$ cat config.mk
export PLATFORM = sky130hd
export DESIGN_NAME = adjacency_matrix_graph_table
export DESIGN_NICKNAME = d
export VERILOG_FILES = /design/src/rtl/amg_pkg.sv /design/src/rtl/amg_adj_mem.sv /design/src/rtl/adjacency_matrix_graph_table.sv
export SDC_FILE = /design/constraint.sdc
export NUM_CORES = 2
export LEC_CHECK = 0
export BUFFER_PORTS_ARGS = -buffer_cell sky130_fd_sc_hd__buf_2
export CORE_UTILIZATION = 58
export CTS_CLUSTER_DIAMETER = 60
export DETAILED_ROUTE_END_ITERATION = 8
export PLACE_DENSITY = 0.77
export SYNTH_ARGS = -nofsm -noshare
export SYNTH_HDL_FRONTEND = slang
export SYNTH_SLANG_ARGS = --single-unit
$ cat constraint.sdc
create_clock -name clk -period 15.6 [get_ports clk]
set_input_delay 3.12 -clock clk [delete_from_list [all_inputs] [get_ports clk]]
set_output_delay 3.12 -clock clk [all_outputs]
set_load 0.02 [all_outputs]
$ cat src/rtl/amg_pkg.sv
// Package for the adjacency matrix graph table.
// Holds opcodes, status codes, the slot count default and the item types.
// No dependencies.
`timescale 1ns / 1ps

package amg_pkg;

	localparam int AMG_SLOTS = 16;
	localparam int NAME_W    = 8;
	localparam int NAME_CNT  = 256;

	localparam logic [2:0] OP_ADD_VERTEX  = 3'd0;
	localparam logic [2:0] OP_DEL_VERTEX  = 3'd1;
	localparam logic [2:0] OP_ADD_EDGE    = 3'd2;
	localparam logic [2:0] OP_DEL_EDGE    = 3'd3;
	localparam logic [2:0] OP_SEARCH_EDGE = 3'd4;

	localparam logic [1:0] ST_OK        = 2'd0;
	localparam logic [1:0] ST_EXISTS    = 2'd1;
	localparam logic [1:0] ST_FULL      = 2'd2;
	localparam logic [1:0] ST_NO_VERTEX = 2'd3;

	typedef struct packed {
		logic [2:0]        op;
		logic [NAME_W-1:0] first_name;
		logic [NAME_W-1:0] second_name;
	} req_item_t;

	typedef struct packed {
		logic [1:0] status;
		logic       edge_present;
		logic [3:0] slot_used;
		logic       graph_empty;
	} rsp_item_t;

endpackage

$ cat src/rtl/amg_adj_mem.sv
// Adjacency row memory: SLOTS rows of SLOTS bits, one read and one write port.
// Per-row valid bits make unwritten rows read as zero after reset.
// Depends on amg_pkg.
`timescale 1ns / 1ps

module amg_adj_mem import amg_pkg::*; #(
	parameter int SLOTS = AMG_SLOTS,
	parameter int SW    = $clog2(SLOTS)
) (
	input  logic             clk,
	input  logic             arst_n,
	input  logic             rd_en,
	input  logic [SW-1:0]    rd_addr,
	output logic [SLOTS-1:0] rd_data,
	input  logic             wr_en,
	input  logic [SW-1:0]    wr_addr,
	input  logic [SLOTS-1:0] wr_data
);

	logic [SLOTS-1:0] mem [SLOTS];
	logic [SLOTS-1:0] row_vld_q;
	logic [SLOTS-1:0] rd_q;
	logic             rdv_q;

	always_ff @(posedge clk or negedge arst_n) begin
		if (!arst_n) begin
			row_vld_q <= '0;
		end else if (wr_en) begin
			row_vld_q[wr_addr] <= 1'b1;
		end
	end

	always_ff @(posedge clk) begin
		if (wr_en) begin
			mem[wr_addr] <= wr_data;
		end
		if (rd_en) begin
			rd_q  <= mem[rd_addr];
			rdv_q <= row_vld_q[rd_addr];
		end
	end

	assign rd_data = rdv_q ? rd_q : '0;

endmodule

$ cat src/rtl/adjacency_matrix_graph_table.sv
// Top level of the adjacency matrix graph table.
// Depends on amg_pkg and amg_adj_mem.
//
// Usage:
//   req carries one operation (add/delete vertex, add/delete/search edge by
//   name); rsp returns exactly one result item per request, in order.
//   Both channels use valid/stall; an item moves when valid is high and
//   stall is low.
//   One operation is in flight at a time. The accepted item's name lookups
//   are registered; add vertex, failed lookups and unused opcodes finish
//   in the lookup state; search edge or a self-loop edge finishes after
//   reading the first row; add/delete edge also updates the second row;
//   delete vertex sweeps every adjacency row to clear the column. The next
//   item is taken once the block is back in idle. Each step is bound by
//   the registered read of the name map and the adjacency row memory.
//   A result waits in the output register while rsp_stall is high; one more
//   item may be accepted and finished into a holding register, after which
//   req_stall stays high until the output drains.
//   Reset empties the graph at once: name valid bits and row valid bits are
//   cleared, no clearing pass is needed.
`timescale 1ns / 1ps

module adjacency_matrix_graph_table import amg_pkg::*; #(
	parameter int SLOTS = AMG_SLOTS
) (
	input  logic      clk,
	input  logic      arst_n,
	input  logic      req_valid,
	output logic      req_stall,
	input  req_item_t req,
	output logic      rsp_valid,
	input  logic      rsp_stall,
	output rsp_item_t rsp
);

	localparam int SW = $clog2(SLOTS);
	localparam int CW = $clog2(SLOTS + 1);
	localparam logic [SLOTS-1:0] ROW_ONE = SLOTS'(1);

	localparam logic [2:0] S_IDLE  = 3'd0;
	localparam logic [2:0] S_LOOK  = 3'd1;
	localparam logic [2:0] S_EDGE1 = 3'd2;
	localparam logic [2:0] S_EDGE2 = 3'd3;
	localparam logic [2:0] S_WALK  = 3'd4;

	logic [2:0]        state_q, state_nxt;
	logic [2:0]        op_q;
	logic [NAME_W-1:0] n1_q;
	logic              v1_q, v2_q;
	logic [SW-1:0]     s1_q, s2_q, stk_q;
	logic [CW-1:0]     fcnt_q, fcnt_nxt, fcnt_plus;
	logic [CW-1:0]     hw_q, hw_nxt;
	logic [CW-1:0]     wcnt_q;
	logic              wpend_s1;
	logic [SW-1:0]     waddr_s1;

	logic [NAME_CNT-1:0] name_vld_q;
	logic [SW-1:0]       map_mem [NAME_CNT];
	logic [SW-1:0]       stk_mem [SLOTS];

	logic          acc, fin, map_we, vld_clr, stk_we;
	logic [SW-1:0] new_slot, slot_sel;
	rsp_item_t     res;

	logic             adj_rd_en, adj_wr_en;
	logic [SW-1:0]    adj_rd_addr, adj_wr_addr;
	logic [SLOTS-1:0] adj_rd_data, adj_wr_data;

	logic      out_vld_q, pend_vld_q;
	rsp_item_t out_q, pend_q;

	assign req_stall = (state_q != S_IDLE) || pend_vld_q;
	assign acc       = req_valid && !req_stall;

	amg_adj_mem #(.SLOTS(SLOTS), .SW(SW)) u_adj (
		.clk     (clk),
		.arst_n  (arst_n),
		.rd_en   (adj_rd_en),
		.rd_addr (adj_rd_addr),
		.rd_data (adj_rd_data),
		.wr_en   (adj_wr_en),
		.wr_addr (adj_wr_addr),
		.wr_data (adj_wr_data)
	);

	always_comb begin
		fin         = 1'b0;
		res         = '0;
		slot_sel    = '0;
		state_nxt   = state_q;
		map_we      = 1'b0;
		vld_clr     = 1'b0;
		stk_we      = 1'b0;
		new_slot    = stk_q;
		fcnt_nxt    = fcnt_q;
		hw_nxt      = hw_q;
		fcnt_plus   = fcnt_q;
		adj_rd_en   = 1'b0;
		adj_rd_addr = s1_q;
		adj_wr_en   = 1'b0;
		adj_wr_addr = s1_q;
		adj_wr_data = '0;
		unique case (state_q)
			S_IDLE: begin
				if (acc) begin
					state_nxt = S_LOOK;
				end
			end
			S_LOOK: begin
				unique case (op_q)
					OP_ADD_VERTEX: begin
						fin = 1'b1;
						if (v1_q) begin
							res.status = ST_EXISTS;
							slot_sel   = s1_q;
						end else if (fcnt_q != '0) begin
							new_slot = stk_q;
							fcnt_nxt = fcnt_q - CW'(1);
							map_we   = 1'b1;
							slot_sel = stk_q;
						end else if (hw_q == CW'(SLOTS)) begin
							res.status = ST_FULL;
						end else begin
							new_slot = hw_q[SW-1:0];
							hw_nxt   = hw_q + CW'(1);
							map_we   = 1'b1;
							slot_sel = hw_q[SW-1:0];
						end
					end
					OP_DEL_VERTEX: begin
						if (!v1_q) begin
							fin        = 1'b1;
							res.status = ST_NO_VERTEX;
						end else begin
							state_nxt = S_WALK;
						end
					end
					OP_ADD_EDGE, OP_DEL_EDGE, OP_SEARCH_EDGE: begin
						if (!v1_q || !v2_q) begin
							fin        = 1'b1;
							res.status = ST_NO_VERTEX;
							slot_sel   = v1_q ? s1_q : '0;
						end else begin
							adj_rd_en = 1'b1;
							state_nxt = S_EDGE1;
						end
					end
					default: begin
						fin = 1'b1;
					end
				endcase
			end
			S_EDGE1: begin
				slot_sel = s1_q;
				if (op_q == OP_SEARCH_EDGE) begin
					fin              = 1'b1;
					res.edge_present = adj_rd_data[s2_q];
				end else begin
					adj_wr_en   = 1'b1;
					adj_wr_data = (op_q == OP_ADD_EDGE) ? (adj_rd_data | (ROW_ONE << s2_q))
						: (adj_rd_data & ~(ROW_ONE << s2_q));
					if (s1_q == s2_q) begin
						fin = 1'b1;
					end else begin
						adj_rd_en   = 1'b1;
						adj_rd_addr = s2_q;
						state_nxt   = S_EDGE2;
					end
				end
			end
			S_EDGE2: begin
				fin         = 1'b1;
				slot_sel    = s1_q;
				adj_wr_en   = 1'b1;
				adj_wr_addr = s2_q;
				adj_wr_data = (op_q == OP_ADD_EDGE) ? (adj_rd_data | (ROW_ONE << s1_q))
					: (adj_rd_data & ~(ROW_ONE << s1_q));
			end
			S_WALK: begin
				adj_rd_en   = (wcnt_q != CW'(SLOTS));
				adj_rd_addr = wcnt_q[SW-1:0];
				if (wpend_s1) begin
					adj_wr_en   = 1'b1;
					adj_wr_addr = waddr_s1;
					adj_wr_data = (waddr_s1 == s1_q) ? '0 : (adj_rd_data & ~(ROW_ONE << s1_q));
				end
				if (wpend_s1 && (wcnt_q == CW'(SLOTS))) begin
					fin      = 1'b1;
					slot_sel = s1_q;
					vld_clr  = 1'b1;
					if (fcnt_q < CW'(SLOTS)) begin
						stk_we    = 1'b1;
						fcnt_plus = fcnt_q + CW'(1);
					end
					if ((hw_q != '0) && (fcnt_plus == hw_q)) begin
						fcnt_nxt = '0;
						hw_nxt   = '0;
					end else begin
						fcnt_nxt = fcnt_plus;
					end
				end
			end
			default: begin
				state_nxt = S_IDLE;
			end
		endcase
		if (fin) begin
			state_nxt = S_IDLE;
		end
		res.slot_used   = 4'(slot_sel);
		res.graph_empty = (hw_nxt == '0);
	end

	always_ff @(posedge clk or negedge arst_n) begin
		if (!arst_n) begin
			state_q    <= S_IDLE;
			fcnt_q     <= '0;
			hw_q       <= '0;
			wcnt_q     <= '0;
			wpend_s1   <= 1'b0;
			name_vld_q <= '0;
			out_vld_q  <= 1'b0;
			pend_vld_q <= 1'b0;
		end else begin
			state_q <= state_nxt;
			fcnt_q  <= fcnt_nxt;
			hw_q    <= hw_nxt;
			if (state_q == S_LOOK) begin
				wcnt_q   <= '0;
				wpend_s1 <= 1'b0;
			end else if (state_q == S_WALK) begin
				if (adj_rd_en) begin
					wcnt_q <= wcnt_q + CW'(1);
				end
				wpend_s1 <= adj_rd_en;
			end
			if (map_we) begin
				name_vld_q[n1_q] <= 1'b1;
			end else if (vld_clr) begin
				name_vld_q[n1_q] <= 1'b0;
			end
			if (!out_vld_q || !rsp_stall) begin
				if (pend_vld_q) begin
					out_vld_q  <= 1'b1;
					pend_vld_q <= 1'b0;
				end else begin
					out_vld_q <= fin;
				end
			end else if (fin) begin
				pend_vld_q <= 1'b1;
			end
		end
	end

	always_ff @(posedge clk) begin
		if (acc) begin
			op_q  <= req.op;
			n1_q  <= req.first_name;
			v1_q  <= name_vld_q[req.first_name];
			v2_q  <= name_vld_q[req.second_name];
			s1_q  <= map_mem[req.first_name];
			s2_q  <= map_mem[req.second_name];
			stk_q <= stk_mem[SW'(fcnt_q - CW'(1))];
		end
		if (map_we) begin
			map_mem[n1_q] <= new_slot;
		end
		if (stk_we) begin
			stk_mem[fcnt_q[SW-1:0]] <= s1_q;
		end
		if (state_q == S_WALK) begin
			waddr_s1 <= wcnt_q[SW-1:0];
		end
		if (!out_vld_q || !rsp_stall) begin
			if (pend_vld_q) begin
				out_q <= pend_q;
			end else if (fin) begin
				out_q <= res;
			end
		end else if (fin) begin
			pend_q <= res;
		end
	end

	assign rsp_valid = out_vld_q;
	assign rsp       = out_q;

endmodule

==> results.tsv <==
metric	value	unit
io pins	33	
CTS Sinks	1699	
syn_nets	5347	
static leakage	29.0	nW
Cell Pwr Density	128	mW/mm^2
IO Port Bufs	32	
Final setup viols	0	
layout cells sized above 1	0.199	
Max Cap Viol	0	
Die Height	374	um
initial antenna violation count	11	
gr ovfl total	0	
Critical Path Fanout Max	61	
Routed wire per std cell	31.7	um
H-tree levels	4	
Synth Area per Inst	15.1	um^2
RSZ-0062 raised after global routing	false	
fillcell total	9439	
Core Region	0.137	mm^2
CTS-repair resized insts	0	
critical path's slowest cell	buf_4	
CTS Buffer Depth	3	
final wirelength	225	mm
crit path cell chain	buf_8, buf_4, buf_4, buf_4, mux4_2, o22ai_1, a211oi_1, nor4_1, o221ai_1	
Synth cell types	79	
Tmin final	7.51	ns
post-CTS setup buffer count	0	
hold_buf cts	0	
Syn-to-layout area delta	8.64	%
Iteration-0 DRC Markers	7153	
synthesized area	0.0802	mm^2
TritonCTS clock tree	yes	
final core occ	0.635	
nets@finish	5189	
ANT nets after route	0	
Crit path largest cell delay	1.00	ns
number of CTS-inserted buffers	167	
crit path DAT	8.03	ns
Slew Viols, Final	0	
first-pass GRT wire length	333	mm
Reg clk slew, reported paths	0.06	ns
num rows	136	
Fmax	0.133	GHz
vias in the first global route	51300	
Seq/Total Area, Yosys	0.618	
Clock Skew	0.0260	ns
status	finished, final reports clean	
VDD IR max	0.109	mV
yosys warns	0	
total number of vias	51700	
# DRC	0	
CP Capture Type	register	
gpl congestion	0.908	
final instance area	0.0872	mm^2
worst slew pin tran	1.41	ns
die width	374	um
largest net degree at the start of global routing	224	
Post-Route Setup TNS	0	ns
Initial Util	0.584	
most used cell, CP	buf_4	
final hold violations	0	
global-route usage over all layers	0.322	
total iterations of the first detailed-routing run	6	
Root Driver	clkbuf_16	
final worst-path cycle share	0.482	
Worst Hold Class	register to register	
synthesized instance count	5315	
DP Wirelength	135	mm
Seq cells post-synth	1699	
Async SR Flop Fraction	0.172	
Die ar.	0.140	mm^2
Post-synth EDFFs	1406	
CP Data Required Time	16.12	ns
Slew headroom	0.0542	
Setup CP Type	primary input to register	
Worst-Skew Late Latency	0.81	ns
Top FF cell, synth	edfxtp_1	
Placed Area	0.0819	mm^2
vias per inst	7.29	
Critical Path Start Type	primary input	
-- cell usage after synthesis, types with 9 or more instances --
cell type | number | area, um^2
edfxtp_1 | 1406 | 42200
o21ai_0 | 566 | 2830
mux4_2 | 563 | 12700
nor2_1 | 378 | 1420
mux2i_1 | 358 | 3580
clkbuf_1 | 324 | 1220
dfrtp_1 | 293 | 7330
nand2_1 | 247 | 927
o221ai_1 | 113 | 990
o22ai_1 | 100 | 626
buf_2 | 94 | 470
a21oi_1 | 87 | 435
a211oi_1 | 83 | 623
and2_1 | 77 | 482
nor3_1 | 59 | 295
a22oi_1 | 56 | 420
a31oi_1 | 49 | 307
buf_1 | 42 | 158
nand3_1 | 41 | 205
nor2b_1 | 29 | 181
mux2_2 | 27 | 304
nand2b_1 | 25 | 156
or2_2 | 25 | 156
a22o_1 | 23 | 201
and3_1 | 23 | 144
a221o_1 | 20 | 200
nor4_1 | 18 | 113
o32ai_1 | 18 | 158
a221oi_1 | 16 | 140
inv_1 | 16 | 60.1
xnor2_1 | 10 | 87.6
ha_1 | 9 | 113
xor2_1 | 9 | 78.8
-- area by class of cell --
class,instances,area (um^2),area share
repair buffers,141,1120,0.0128
well taps,1794,2240,0.0258
multi-input cells,3128,28900,0.332
diodes,6,15.0,0.000172
clock buffers,218,4480,0.0514
flip-flops and latches,1699,49600,0.568
inverters,20,76.3,0.000876
clock inverters,87,768,0.00881
-- layer usage --
layer	up-vias	global-route usage	routed length, um
met5	-	0	41
met4	8	0.170	12800
met3	747	0.0758	27900
met2	3711	0.498	105000
met1	26100	0.428	79300
li1	21100	-	-
-- per-stage QoR --
step / hold slack [ns] / setup WS, ns / std cells / total power, mW
3_3_place_gp: 0.443 / 7.37 / 6782 / 7.19
3_5_place_dp: 0.448 / 7.32 / 6782 / 7.23
2_1_floorplan: 0.430 / 0.924 / 5315 / 6.69
4_1_cts: 0.463 / 8.16 / 7087 / 11.1
6_report: 0.458 / 8.09 / 7093 / 11.1
5_1_grt: 0.482 / 7.87 / 7090 / 11.4
-- layout by cell type, fill, tap and decap left out, types with 18 or more instances in the layout --
cell	count
a221o_1	19
o32ai_1	18
nor2_2	19
clkbuf_16	170
edfxtp_1	1406
a31oi_1	49
clkinv_2	33
a22o_1	21
nor3_1	59
and2_1	77
o22ai_1	100
nand2_1	236
nor2_1	358
o21ai_0	564
nor2b_1	28
mux2_2	27
a211oi_1	83
buf_4	103
or2_2	26
mux2i_1	358
nand2b_1	23
a21oi_1	87
nand3_1	35
a22oi_1	56
clkinv_1	26
o221ai_1	113
nor4_1	18
mux4_2	563
dfrtp_1	293
buf_2	26
clkbuf_1	43
and3_1	23
-- critical path: cells and delay by family --
| family | cells | cell delay [ns] |
|---|---|---|
| buffers and inverters | 4 | 3.09 |
| muxes | 1 | 0.61 |
| and+or+nand+nor | 1 | 0.58 |
| AOI/OAI and AO/OA | 3 | 0.44 |
-- kinds of logic after synthesis --
| group | after synthesis | share of synthesized area |
|---|---|---|
| AO/OA/AOI/OAI | 1195 | 0.0934 |
| XOR/XNOR | 19 | 0.00207 |
| adder cells (fa/ha/maj) | 9 | 0.00140 |
| buffers and inverters | 488 | 0.0247 |
| flip-flops | 1699 | 0.618 |
| multiplexers | 948 | 0.206 |
| AND/OR/NAND/NOR | 957 | 0.0543 |
-- final timing paths --
check,startpoint,to,slack (ns),cells after the start
max in group asynchronous,arst_n,asynchronous set/reset pin,11.13,3
hold / removal,u_adj.row_vld_q[5],u_adj.row_vld_q[5],0.46,1
setup / recovery,req[8],s1_q[0],8.09,9
setup reg to reg,fcnt_q[1],map_mem[30][1],9.99,9
min in group asynchronous,arst_n,fcnt_q[3],2.20,1
hold reg to reg,u_adj.row_vld_q[5],u_adj.row_vld_q[5],0.46,1
-- power by group --
part	total, mW	internal [mW]	leakage [nW]	switching (mW)
registers	5.36	5.26	16.9	0.106
logic	1.82	0.571	9.57	1.25
clock network	3.94	2.20	2.56	1.74
(Power assumes the default switching activity.)
